File: src/wavhv_pkg.sv
// ----------------------------------------------------------------------------
// wavhv_pkg
// Tags, status codes and shared types for the WAV header validator.
// ----------------------------------------------------------------------------
package wavhv_pkg;

   localparam logic [31:0] TAG_RIFF = 32'h52494646;
   localparam logic [31:0] TAG_WAVE = 32'h57415645;
   localparam logic [31:0] TAG_FMT  = 32'h666d7420;
   localparam logic [31:0] TAG_DATA = 32'h64617461;

   localparam logic [31:0] HDR_START   = 32'd12;
   localparam logic [31:0] FMT_MIN_LEN = 32'd16;
   localparam logic [31:0] RATE_48K    = 32'd48000;
   localparam logic [31:0] RATE_44K    = 32'd44100;
   localparam logic [15:0] FMT_PCM     = 16'h0001;
   localparam logic [15:0] BITS_16     = 16'd16;
   localparam logic [15:0] MONO        = 16'd1;

   localparam int RSP_DATA_W = 88;

   typedef enum logic [4:0] {
      ST_OK         = 5'd0,
      ST_TOO_LONG   = 5'd1,
      ST_SHORT      = 5'd2,
      ST_NOT_RIFF   = 5'd3,
      ST_NOT_WAVE   = 5'd4,
      ST_BAD_SIZE   = 5'd5,
      ST_BAD_WALK   = 5'd6,
      ST_TWO_FMT    = 5'd7,
      ST_TWO_DATA   = 5'd8,
      ST_NO_FMT     = 5'd9,
      ST_NO_DATA    = 5'd10,
      ST_FMT_SHORT  = 5'd11,
      ST_COMPRESSED = 5'd12,
      ST_NOT_16BIT  = 5'd13,
      ST_NOT_MONO   = 5'd14,
      ST_BAD_RATE   = 5'd15,
      ST_ODD_DATA   = 5'd16
   } status_type;

   typedef enum logic [1:0] {
      WALK_NONE     = 2'd0,
      WALK_FAIL     = 2'd1,
      WALK_TWO_FMT  = 2'd2,
      WALK_TWO_DATA = 2'd3
   } walk_err_type;

   typedef struct packed {
      logic [31:0]  len;
      logic         riff_ok;
      logic         wave_ok;
      logic [31:0]  riff_size;
      walk_err_type walk_err;
      logic         walk_done;
      logic         fmt_found;
      logic         data_found;
      logic         fmt_short;
      logic [15:0]  fmt_tag;
      logic [15:0]  channels;
      logic [31:0]  rate;
      logic [15:0]  bits;
      logic [31:0]  data_start;
      logic [31:0]  data_length;
   } snap_type;

endpackage

File: src/wav_header_validator_core.sv
// ----------------------------------------------------------------------------
// wav_header_validator_core
// Parses a RIFF/WAVE byte stream and reports one status beat per file.
// ----------------------------------------------------------------------------
//  channel  dir  tdata                                   tuser / tlast
//  req      in   data_byte[7:0]                          tlast = last_byte
//  rsp      out  status, data_offset, count, rate        none
//
//  One byte accepted per cycle while the result path is not backed up;
//  the byte register feeds the header state update, which is combinational
//  into the state registers. The result beat then passes through the
//  snapshot and response registers. A held result stalls input only once
//  a second finished file waits behind it. Reset is synchronous.
// ----------------------------------------------------------------------------
module wav_header_validator_core (
   input  logic                            clock,
   input  logic                            reset,
   input  logic                            req_tvalid,
   output logic                            req_tready,
   input  logic [7:0]                      req_tdata,   // data_byte[7:0]
   input  logic                            req_tlast,
   output logic                            rsp_tvalid,
   input  logic                            rsp_tready,
   // status[4:0], data_offset[35:5], sample_count[65:36], sample_rate[81:66]
   output logic [wavhv_pkg::RSP_DATA_W-1:0] rsp_tdata
);

   logic        in_valid_ff;
   logic [7:0]  in_byte_ff;
   logic        in_last_ff;

   logic [31:0] count_ff, count_in;
   logic [31:0] riff_tag_ff, riff_tag_in;
   logic [31:0] riff_size_ff, riff_size_in;
   logic [31:0] wave_tag_ff, wave_tag_in;
   logic [31:0] ncp_ff, ncp_in;
   logic [31:0] chunk_type_ff, chunk_type_in;
   logic [31:0] chunk_size_ff, chunk_size_in;
   logic        walk_done_ff, walk_done_in;
   wavhv_pkg::walk_err_type walk_err_ff, walk_err_in;
   logic        fmt_found_ff, fmt_found_in;
   logic [31:0] fmt_start_ff, fmt_start_in;
   logic [31:0] fmt_length_ff, fmt_length_in;
   logic [15:0][7:0] fmt_fields_ff, fmt_fields_in;
   logic        data_found_ff, data_found_in;
   logic [31:0] data_start_ff, data_start_in;
   logic [31:0] data_length_ff, data_length_in;

   logic                 snap_valid_ff;
   wavhv_pkg::snap_type  snap_ff, snap_in;

   logic                            rsp_valid_ff;
   logic [wavhv_pkg::RSP_DATA_W-1:0] rsp_data_ff, rsp_data_in;

   logic out_ready, snap_ready, proc_ready, proc_fire;

   function automatic logic [1:0] walk_check(input logic [31:0] pos,
                                             input logic [31:0] size);
      logic signed [33:0] pos_s;
      logic signed [33:0] size_s;
      logic               done;
      logic               fail;
      pos_s  = $signed({2'b00, pos});
      size_s = $signed({{2{size[31]}}, size});
      done   = pos_s >= size_s + 34'sd8;
      fail   = !done && (pos_s > size_s);
      return {done, fail};
   endfunction

   assign out_ready  = !rsp_valid_ff || rsp_tready;
   assign snap_ready = !snap_valid_ff || out_ready;
   assign proc_ready = !in_valid_ff || snap_ready;
   assign proc_fire  = in_valid_ff && proc_ready;
   assign req_tready = proc_ready;

   always_ff @(posedge clock) begin
      if (reset) begin
         in_valid_ff <= 1'b0;
      end else if (req_tready) begin
         in_valid_ff <= req_tvalid;
      end
      if (req_tready) begin
         in_byte_ff <= req_tdata;
         in_last_ff <= req_tlast;
      end
   end

   always_comb begin
      logic [31:0]        p;
      logic [7:0]         b;
      logic [32:0]        hdr_diff;
      logic [32:0]        fmt_diff;
      logic               hdr_hit;
      logic               fmt_hit;
      logic [2:0]         off;
      logic [31:0]        ckl;
      logic signed [33:0] room;
      logic [31:0]        ncp_new;
      logic [1:0]         wchk;

      p        = count_ff;
      b        = in_byte_ff;
      hdr_diff = {1'b0, count_ff} - {1'b0, ncp_ff};
      fmt_diff = {1'b0, count_ff} - {1'b0, fmt_start_ff};
      off      = hdr_diff[2:0];
      hdr_hit  = !(count_ff[31:4] == 28'd0 && count_ff[3:2] != 2'b11) &&
                 !walk_done_ff && (walk_err_ff == wavhv_pkg::WALK_NONE) &&
                 !hdr_diff[32] && (hdr_diff[31:3] == 30'd0);
      fmt_hit  = fmt_found_ff && !fmt_diff[32] && (fmt_diff[31:4] == 29'd0);
      ckl      = {b, chunk_size_ff[23:0]};
      room     = $signed({{2{riff_size_ff[31]}}, riff_size_ff}) - $signed({2'b00, ncp_ff});
      ncp_new  = ncp_ff + 32'd8 + ckl + {31'd0, ckl[0]};
      wchk     = 2'b00;

      count_in       = count_ff;
      riff_tag_in    = riff_tag_ff;
      riff_size_in   = riff_size_ff;
      wave_tag_in    = wave_tag_ff;
      ncp_in         = ncp_ff;
      chunk_type_in  = chunk_type_ff;
      chunk_size_in  = chunk_size_ff;
      walk_done_in   = walk_done_ff;
      walk_err_in    = walk_err_ff;
      fmt_found_in   = fmt_found_ff;
      fmt_start_in   = fmt_start_ff;
      fmt_length_in  = fmt_length_ff;
      fmt_fields_in  = fmt_fields_ff;
      data_found_in  = data_found_ff;
      data_start_in  = data_start_ff;
      data_length_in = data_length_ff;

      if (proc_fire && !p[31]) begin
         if (p[31:2] == 30'd0) begin
            riff_tag_in = {riff_tag_ff[23:0], b};
         end else if (p[31:3] == 29'd0) begin
            riff_size_in[{p[1:0], 3'b000} +: 8] = b;
         end else if (p[31:4] == 28'd0 && p[3:2] == 2'b10) begin
            wave_tag_in = {wave_tag_ff[23:0], b};
         end

         if (p == 32'd7) begin
            wchk = walk_check(wavhv_pkg::HDR_START, riff_size_in);
            walk_done_in = wchk[1];
            if (wchk[0]) begin
               walk_err_in = wavhv_pkg::WALK_FAIL;
            end
         end else if (hdr_hit) begin
            if (!off[2]) begin
               chunk_type_in = {chunk_type_ff[23:0], b};
            end else begin
               chunk_size_in[{off[1:0], 3'b000} +: 8] = b;
            end
            if (off == 3'd7) begin
               if (ckl[31] || ($signed({2'b00, ckl}) > room)) begin
                  walk_err_in = wavhv_pkg::WALK_FAIL;
               end else if (chunk_type_ff == wavhv_pkg::TAG_FMT && fmt_found_ff) begin
                  walk_err_in = wavhv_pkg::WALK_TWO_FMT;
               end else if (chunk_type_ff == wavhv_pkg::TAG_DATA && data_found_ff) begin
                  walk_err_in = wavhv_pkg::WALK_TWO_DATA;
               end else begin
                  if (chunk_type_ff == wavhv_pkg::TAG_FMT) begin
                     fmt_found_in  = 1'b1;
                     fmt_start_in  = ncp_ff + 32'd8;
                     fmt_length_in = ckl;
                  end else if (chunk_type_ff == wavhv_pkg::TAG_DATA) begin
                     data_found_in  = 1'b1;
                     data_start_in  = ncp_ff + 32'd8;
                     data_length_in = ckl;
                  end
                  ncp_in       = ncp_new;
                  wchk         = walk_check(ncp_new, riff_size_ff);
                  walk_done_in = wchk[1];
                  if (wchk[0]) begin
                     walk_err_in = wavhv_pkg::WALK_FAIL;
                  end
               end
            end
         end

         if (fmt_hit) begin
            fmt_fields_in[fmt_diff[3:0]] = b;
         end

         count_in = p + 32'd1;
      end

      snap_in.len         = count_in;
      snap_in.riff_ok     = riff_tag_in == wavhv_pkg::TAG_RIFF;
      snap_in.wave_ok     = wave_tag_in == wavhv_pkg::TAG_WAVE;
      snap_in.riff_size   = riff_size_in;
      snap_in.walk_err    = walk_err_in;
      snap_in.walk_done   = walk_done_in;
      snap_in.fmt_found   = fmt_found_in;
      snap_in.data_found  = data_found_in;
      snap_in.fmt_short   = fmt_length_in < wavhv_pkg::FMT_MIN_LEN;
      snap_in.fmt_tag     = {fmt_fields_in[1], fmt_fields_in[0]};
      snap_in.channels    = {fmt_fields_in[3], fmt_fields_in[2]};
      snap_in.rate        = {fmt_fields_in[7], fmt_fields_in[6],
                             fmt_fields_in[5], fmt_fields_in[4]};
      snap_in.bits        = {fmt_fields_in[15], fmt_fields_in[14]};
      snap_in.data_start  = data_start_in;
      snap_in.data_length = data_length_in;

      // start a fresh file after the last beat
      if (proc_fire && in_last_ff) begin
         count_in       = 32'd0;
         riff_tag_in    = 32'd0;
         riff_size_in   = 32'd0;
         wave_tag_in    = 32'd0;
         ncp_in         = wavhv_pkg::HDR_START;
         chunk_type_in  = 32'd0;
         chunk_size_in  = 32'd0;
         walk_done_in   = 1'b0;
         walk_err_in    = wavhv_pkg::WALK_NONE;
         fmt_found_in   = 1'b0;
         fmt_start_in   = 32'd0;
         fmt_length_in  = 32'd0;
         fmt_fields_in  = '0;
         data_found_in  = 1'b0;
         data_start_in  = 32'd0;
         data_length_in = 32'd0;
      end
   end

   always_ff @(posedge clock) begin
      if (reset) begin
         count_ff       <= 32'd0;
         riff_tag_ff    <= 32'd0;
         riff_size_ff   <= 32'd0;
         wave_tag_ff    <= 32'd0;
         ncp_ff         <= wavhv_pkg::HDR_START;
         chunk_type_ff  <= 32'd0;
         chunk_size_ff  <= 32'd0;
         walk_done_ff   <= 1'b0;
         walk_err_ff    <= wavhv_pkg::WALK_NONE;
         fmt_found_ff   <= 1'b0;
         fmt_start_ff   <= 32'd0;
         fmt_length_ff  <= 32'd0;
         fmt_fields_ff  <= '0;
         data_found_ff  <= 1'b0;
         data_start_ff  <= 32'd0;
         data_length_ff <= 32'd0;
      end else begin
         count_ff       <= count_in;
         riff_tag_ff    <= riff_tag_in;
         riff_size_ff   <= riff_size_in;
         wave_tag_ff    <= wave_tag_in;
         ncp_ff         <= ncp_in;
         chunk_type_ff  <= chunk_type_in;
         chunk_size_ff  <= chunk_size_in;
         walk_done_ff   <= walk_done_in;
         walk_err_ff    <= walk_err_in;
         fmt_found_ff   <= fmt_found_in;
         fmt_start_ff   <= fmt_start_in;
         fmt_length_ff  <= fmt_length_in;
         fmt_fields_ff  <= fmt_fields_in;
         data_found_ff  <= data_found_in;
         data_start_ff  <= data_start_in;
         data_length_ff <= data_length_in;
      end
   end

   always_ff @(posedge clock) begin
      if (reset) begin
         snap_valid_ff <= 1'b0;
      end else if (snap_ready) begin
         snap_valid_ff <= proc_fire && in_last_ff;
      end
      if (snap_ready && proc_fire && in_last_ff) begin
         snap_ff <= snap_in;
      end
   end

   always_comb begin
      logic signed [33:0]    wl_s;
      logic signed [33:0]    len_s;
      logic                  size_bad;
      logic                  rate_ok;
      wavhv_pkg::status_type st;

      wl_s     = $signed({{2{snap_ff.riff_size[31]}}, snap_ff.riff_size});
      len_s    = $signed({2'b00, snap_ff.len});
      size_bad = (wl_s < 34'sd4) || (wl_s + 34'sd8 > len_s);
      rate_ok  = (snap_ff.rate == wavhv_pkg::RATE_48K) ||
                 (snap_ff.rate == wavhv_pkg::RATE_44K);

      if (snap_ff.len[31]) begin
         st = wavhv_pkg::ST_TOO_LONG;
      end else if (snap_ff.len < wavhv_pkg::HDR_START) begin
         st = wavhv_pkg::ST_SHORT;
      end else if (!snap_ff.riff_ok) begin
         st = wavhv_pkg::ST_NOT_RIFF;
      end else if (!snap_ff.wave_ok) begin
         st = wavhv_pkg::ST_NOT_WAVE;
      end else if (size_bad) begin
         st = wavhv_pkg::ST_BAD_SIZE;
      end else if (snap_ff.walk_err == wavhv_pkg::WALK_FAIL || !snap_ff.walk_done) begin
         st = wavhv_pkg::ST_BAD_WALK;
      end else if (snap_ff.walk_err == wavhv_pkg::WALK_TWO_FMT) begin
         st = wavhv_pkg::ST_TWO_FMT;
      end else if (snap_ff.walk_err == wavhv_pkg::WALK_TWO_DATA) begin
         st = wavhv_pkg::ST_TWO_DATA;
      end else if (!snap_ff.fmt_found) begin
         st = wavhv_pkg::ST_NO_FMT;
      end else if (!snap_ff.data_found) begin
         st = wavhv_pkg::ST_NO_DATA;
      end else if (snap_ff.fmt_short) begin
         st = wavhv_pkg::ST_FMT_SHORT;
      end else if (snap_ff.fmt_tag != wavhv_pkg::FMT_PCM) begin
         st = wavhv_pkg::ST_COMPRESSED;
      end else if (snap_ff.bits != wavhv_pkg::BITS_16) begin
         st = wavhv_pkg::ST_NOT_16BIT;
      end else if (snap_ff.channels != wavhv_pkg::MONO) begin
         st = wavhv_pkg::ST_NOT_MONO;
      end else if (!rate_ok) begin
         st = wavhv_pkg::ST_BAD_RATE;
      end else if (snap_ff.data_length[0]) begin
         st = wavhv_pkg::ST_ODD_DATA;
      end else begin
         st = wavhv_pkg::ST_OK;
      end

      rsp_data_in = '0;
      rsp_data_in[4:0] = st;
      if (st == wavhv_pkg::ST_OK) begin
         rsp_data_in[35:5]  = snap_ff.data_start[30:0];
         rsp_data_in[65:36] = snap_ff.data_length[30:1];
         rsp_data_in[81:66] = snap_ff.rate[15:0];
      end
   end

   always_ff @(posedge clock) begin
      if (reset) begin
         rsp_valid_ff <= 1'b0;
      end else if (out_ready) begin
         rsp_valid_ff <= snap_valid_ff;
      end
      if (out_ready && snap_valid_ff) begin
         rsp_data_ff <= rsp_data_in;
      end
   end

   assign rsp_tvalid = rsp_valid_ff;
   assign rsp_tdata  = rsp_data_ff;

endmodule
File: config.mk
export PLATFORM = sky130hd
export DESIGN_NAME = wav_header_validator_core
export DESIGN_NICKNAME = d
export VERILOG_FILES = /design/src/wavhv_pkg.sv /design/src/wav_header_validator_core.sv
export SDC_FILE = /design/constraint.sdc
export NUM_CORES = 2
export LEC_CHECK = 0
export BUFFER_PORTS_ARGS = -buffer_cell sky130_fd_sc_hd__buf_2
export CAP_MARGIN = 20
export CORE_AREA = 2 2 443 225
export CTS_CLUSTER_SIZE = 24
export DETAILED_ROUTE_END_ITERATION = 6
export DIE_AREA = 0 0 445 227
export GPL_TIMING_DRIVEN = 0
export PLACE_DENSITY = 0.56
export SLEW_MARGIN = 20
export SYNTH_ARGS = -nofsm -noshare
export SYNTH_HDL_FRONTEND = slang
export SYNTH_SLANG_ARGS = --single-unit
File: constraint.sdc
create_clock -name clock -period 8.15 [get_ports clock]
set_input_delay 0.4075 -clock clock [delete_from_list [all_inputs] [get_ports clock]]
set_output_delay 0.4075 -clock clock [all_outputs]
set_load 0.1 [all_outputs]
-- Yosys cells after proc, flatten, opt, wreduce, memory -nomap -nowiden
Cells that the tools add are included.
W data, S select, Z words.
- register bits after elaboration: 793
- input bits: 13
- output and inout port bits: 90
- logic and storage cells: 244
- add/sub/neg operators: 12
- order comparisons: 11
- equality and inequality tests: 16
- shift-type cells: 4
- multiplexer cells: 93
- bitwise operators: 5
- reduce and logical (&&, ||, !) cells: 50
- operator list (cell ; number):
    $mux W32 ; 37
    $mux W128 ; 2
    $bwmux W128 ; 1
    $eq A32 B31 Y1 const B ; 4
    $add A32 B5 Y33 const B ; 3
    $mux W5 ; 16
    $sub A32 B32 Y33 ; 2
    $bwmux W32 ; 2
    $eq A32 B16 Y1 const B ; 2
    $lt A32 B4 Y1 const B ; 2
    $shift A8 B7 Y32 const A ; 2
    $shiftx A8 B7 Y32 ; 2
    $logic_not A29 Y1 ; 2
    $logic_not A28 Y1 ; 2
    $gt A33 B34 Y1 ; 1
    $sub A32 B33 Y34 ; 1
    $ge A33 B33 Y1 ; 1
    $ge A5 B33 Y1 const A ; 1
    $gt A33 B32 Y1 ; 1
    $gt A33 B33 Y1 ; 1
    $add A32 B1 Y32 ; 1
    $add A32 B1 Y32 const B ; 1
    $add A32 B32 Y32 ; 1
    $add A32 B4 Y32 const B ; 1
    28 further kinds ; 102

-- Logic depth before layout (Yosys ltp)
- depth after elaboration: 18
- mapped depth: 30
- mapped depth without buffers: 29

-- Worst setup path before layout
Ideal clock, no wire load.
- path kind: register to register
- from: register rsp_valid_ff (netlist: rsp_tvalid)
- to: register fmt_length_ff[31]
- library setup time: 115 ps
- data arrival time: 6290 ps
- required time: 8035 ps
- path slack: 1744 ps
- cell stages (with the launch flop): 9
- path buffers: 2
- period minus slack after synthesis: 6406 ps
- path through: dfxtp_1 -> nor2b_1 -> nand2_1 -> nand3_1 -> inv_1 -> nor2_1 -> clkbuf_1 -> clkbuf_1 -> and3_1
- cells in the longest elaborated chain, start to end: 7
- elaborated cells between the ends (all ways): 9
- classes of those cells: 1 x mux; 8 x reduce/logical
- ends and longest elaborated chain (item ; line ; RTL):
    start: declaration ; wav_header_validator_core.sv:52 ; logic rsp_valid_ff;
    start signal: assignment ; wav_header_validator_core.sv:336 ; rsp_valid_ff <= snap_valid_ff;
    $logic_not A1 Y1 (*) ; wav_header_validator_core.sv:70 ; assign out_ready = !rsp_valid_ff || rsp_tready;
    $logic_or A1 B1 Y1 (*) ; wav_header_validator_core.sv:70 ;
    $logic_or A1 B1 Y1 (*) ; wav_header_validator_core.sv:71 ; assign snap_ready = !snap_valid_ff || out_ready;
    $logic_or A1 B1 Y1 (*) ; wav_header_validator_core.sv:72 ; assign proc_ready = !in_valid_ff || snap_ready;
    $logic_and A1 B1 Y1 (*) ; wav_header_validator_core.sv:73 ; assign proc_fire = in_valid_ff && proc_ready;
    $logic_and A1 B1 Y1, on equally long branches ; wav_header_validator_core.sv:132, wav_header_validator_core.sv:205 ;
    $mux W32 or $reduce_or A2 Y1 (tied branches) ; -- ;
    end signal: assignment ; wav_header_validator_core.sv:255 ; fmt_length_ff <= fmt_length_in;
    end: declaration ; wav_header_validator_core.sv:43 ; logic [31:0] fmt_length_ff, fmt_length_in;
Mark *: on every way between the ends. The rest lies on a longest branch, timed or not.
A chain may end at the register's enable or synchronous reset.

==> key figures <==
Outcome
  – Status: complete, no violations

Synth
  – Mean Syn Cell Area: 9.67 µm²
  – Most used DFF post-synth: dfxtp_1
  – Post-synth ARST share: 0%
  – XOR/XNOR Fraction of Synth Area: 4.28%
  – YS warnings: 0
  – Synthesized-area fraction occupied by and/or/nand/nor cells: 20.6%
  – Post-synth EDFFs: 305
  – Yosys reg bits: 731
  – Most frequent cells after synthesis: 426 x dfxtp_1, 379 x nand2_1, 305 x edfxtp_1, 303 x and2_1, 272 x ha_1
  – Count leader, synth: dfxtp_1
  – Adder-Cell Fraction of Synth Area: 8.59%
  – Mux cell area share after synthesis: about 7%
  – Post-Syn Area: approximately 40000 µm²
  – Largest family of logic cells by synthesized area: simple AND/OR/NAND/NOR gates
  – Post-synthesis cell type count: 100
  – Synth Instances: 4194
  – Synth area leader: edfxtp_1
  – Area fraction of the dominant cell type after synthesis: a little under a quarter
  – Top post-synthesis cells by area: edfxtp_1 23%, dfxtp_1 21%, ha_1 8.4%
  – Seq/Total Area, Yosys: 43.6%
  – Synth Area in Compound Gates: 12.4%

Routing
  – Max Used Layer: met5
  – Iteration-0 DRC Markers: 3095
  – Vias: 32976
  – DRT met1 WL: 66.2 mm
  – Final WL: between 100 and 150 mm
  – Residual DRC count: 0
  – Vias per cell: approximately 5.7
  – Met3 WL: 12.2 mm
  – Met2 wire len: roughly 57 mm
  – Average wire per standard cell: 24.0 µm
  – First-pass DRT Iterations: 5
  – Final ANT Viol Nets: 0

Die
  – Die H: 227 µm
  – Effective utilization at floorplan: 41.8%
  – # rows: 81
  – Die width: 445 µm
  – Core Area: 97100 µm²
  – DIE AREA: 101000 µm²
  – Io pins: 103

Power and ir drop
  – Pwr/cell area: 169 nW/µm²
  – Sw frac: 24.0%
  – Share of power burned in registers: 49.9%
  – Cell Int Power: slightly below 6 mW
  – Comb power frac: 4.6%
  – Worst vdd ir: about 0.00012 V
  – Power, Total: 7.69 mW
  – Clk pwr share: 45.5%
  – Switching pwr: 1.85 mW
  – Leak: 18.7 nW

Timing
  – Worst relative slew slack: roughly 21%
  – Highest achievable clock rate: 131 MHz
  – TNS Setup: 0 ns
  – Period utilization: 93.9%
  – Final setup viols: 0
  – Hold Vio Cnt, Final: 0
  – RSZ-0062 raised after global routing: false
  – Setup ws final: 0.500 ns
  – Fin. max-slew vios: 0
  – Slew at the pin closest to its max-slew limit: 1.18 ns
  – Clock Skew: approximately 0.046 ns
  – Minimum clock period: ~7.7 ns

Worst hold path
  – WHS Endpoint: snap_valid_ff$_SDFFE_PP0N_
  – Hold Crit Start: rsp_tready
  – Min-Delay Path Class: input port to flip-flop
  – Hold Path Cell Cnt: 4

Place
  – Placement Cell Area: 42900 µm²
  – Routability cong.: 0.991
  – IO buf count: 96
  – DP Worst Slack: 0.144 ns
  – HPWL after DPL: 107 mm

Global route
  – Largest net degree at the start of global routing: 93
  – Global-route wire length before repair: 201 mm
  – GR Overflow Total: 0
  – Initial antenna violation count: 15
  – GRT Total Usage: 26.9%
  – Vias in the first global route: between 30000 and 40000

Finish
  – Fraction of layout cells with a size suffix above 1: 9.03%
  – Fin area: 45500 µm²
  – Area Growth Syn to Fin: 12.2%
  – Final net count: 4681
  – Final Core Density: between 40% and 50%

Setup path
  – Worst reg-to-reg path cell count: 27
  – Reg2Reg Setup Slack: 0.50 ns
  – Worst path slowest cell: fa_1
  – Crit path launch type: flip-flop
  – RR Startpoint: ncp_ff[1]$_SDFFE_PP0P_
  – Most used cell, CP: a21oi_1
  – Slowest stage delay, CP: approximately 0.53 ns
  – Nature of the critical path endpoint: flip-flop
  – Peak fanout along the critical path: 10
  – Arrival time at the worst endpoint: 8.06 ns
  – Worst endpoint required time: 8.56 ns
  – Worst path bufs/invs: 3
  – R2R Path End: snap_ff[0]$_DFFE_PP_
  – Critical path's top delay family: compound AO/OA/AOI/OAI gates
  – Setup CP Type: flip-flop to flip-flop

Clock network
  – Max Buffers Root-to-Sink: 3
  – CTS tree: yes
  – Clock Tree Root: clkbuf_16
  – # H-tree levels: 3
  – Clock sinks: 731
  – Clock Latency Late Sink: 0.69 ns
  – Clock-pin slew on the worst setup and hold paths: 0.07 ns
  – Num CTS Buffers: 70

Job
  – # Max-Cap Violations: 0
[placed cells by master (no fill, tap or decap), drive strengths merged, types with 13 or more instances in the layout]
cell	count
nor4b	17
clkbuf	228
o31ai	13
edfxtp	305
and2	303
dfxtp	426
nor3	60
mux2i	108
a21oi	247
nand2	379
o211ai	30
or4	14
buf	140
nor2b	39
a31oi	30
inv	190
mux2	155
nor4	84
nand3	162
or3	14
clkinv	26
o21bai	27
a21o	81
and3	43
nor2	261
ha	272
xor2	53
o21a	33
o21ai	190
a211oi	26
nand2b	40
xnor2	145
nand4	84
and4	13
[flip-flops by register name, summed over array words and instances, names as in the netlist, 24 cells and up]
register	cells
riff_size_ff	32
chunk_size_ff	24
data_start_ff	31
data_length_ff	31
riff_tag_ff	32
ncp_ff	32
snap_ff	214
rsp_tdata	82
fmt_fields_ff	80
count_ff	32
chunk_type_ff	32
fmt_length_ff	28
wave_tag_ff	32
fmt_start_ff	32
[power by group through the flow]
stage	combinational (mW)	clock [mW]	sequential [mW]
6_report	0.354	3.50	3.84
5_1_grt	0.374	3.71	3.83
4_1_cts	0.349	3.57	3.83
3_5_place_dp	0.344	0	3.92
3_3_place_gp	0.336	0	3.93
2_1_floorplan	0.146	0	3.99
[cells by family (layout without fill, tap and decap cells)]
family | count (synthesis) | after routing
xor gates and xnor gates | 198 | 198
DFF | 731 | 731
muxes | 263 | 263
adders and majority gates | 276 | 276
buffers and inverters | 362 | 607
AOI/OAI and AO/OA | 793 | 793
and+or+nand+nor | 1570 | 1570
other | 1 | 18
[worst max-delay path by stage]
| stage | from | endpoint | slack [ns] | cells after the start |
|---|---|---|---|---|
| 2_1_floorplan | rsp_tvalid$_SDFFE_PP0P_ | fmt_length_ff[31]$_SDFF_PP0_ | 1.74 | 8 |
| 3_3_place_gp | rsp_tready | data_start_ff[26]$_SDFF_PP0_ | -1.16 | 9 |
| 3_5_place_dp | ncp_ff[1]$_SDFFE_PP0P_ | snap_ff[144]$_DFFE_PP_ | 0.14 | 26 |
| 4_1_cts | ncp_ff[1]$_SDFFE_PP0P_ | snap_ff[144]$_DFFE_PP_ | 0.09 | 26 |
| 5_1_grt | ncp_ff[5]$_SDFFE_PP0P_ | walk_err_ff[0]$_SDFF_PP0_ | 0.13 | 26 |
| 6_report | ncp_ff[1]$_SDFFE_PP0P_ | snap_ff[0]$_DFFE_PP_ | 0.50 | 27 |
[what timing repair did]
item	CTS	global route
gates resized for setup	0	8
hold buffers	11	0
buffers inserted	0	0
endpoints found under the hold margin	12	0
endpoints found under the setup margin	0	79
[metal layers]
metal  track usage [%]  up-vias
met5                 0        -
met4              6.78        4
met3              6.23      153
met2              39.0     1145
met1              40.1    16158
li1                  -    15516
[metrics by stage]
stage	cells	hold WS, ns
2_1_floorplan	4205	0.431
3_3_place_gp	5587	0.439
3_5_place_dp	5595	0.449
4_1_cts	5736	0.126
5_1_grt	5736	0.163
6_report	5742	0.165
[worst min-delay path: cells and delay by family]
family,cells,cell delay (ns)
compound gates,1,0.06
simple gates,2,0.24
buf+inv,1,0.07
[cell type report]
cell class              instances  area, µm²
diodes                          6       15.0
clock inverters                43        517
plain buffers                 177        737
repair buffers                115        736
inverters                     185        702
well taps                    1286       1610
fillers                      9277      51600
flip-flops and latches        731      17700
clock buffers                  87       1930
multi-input cells            3112      21600
Note: power is estimated with default switching activity, not from simulation.
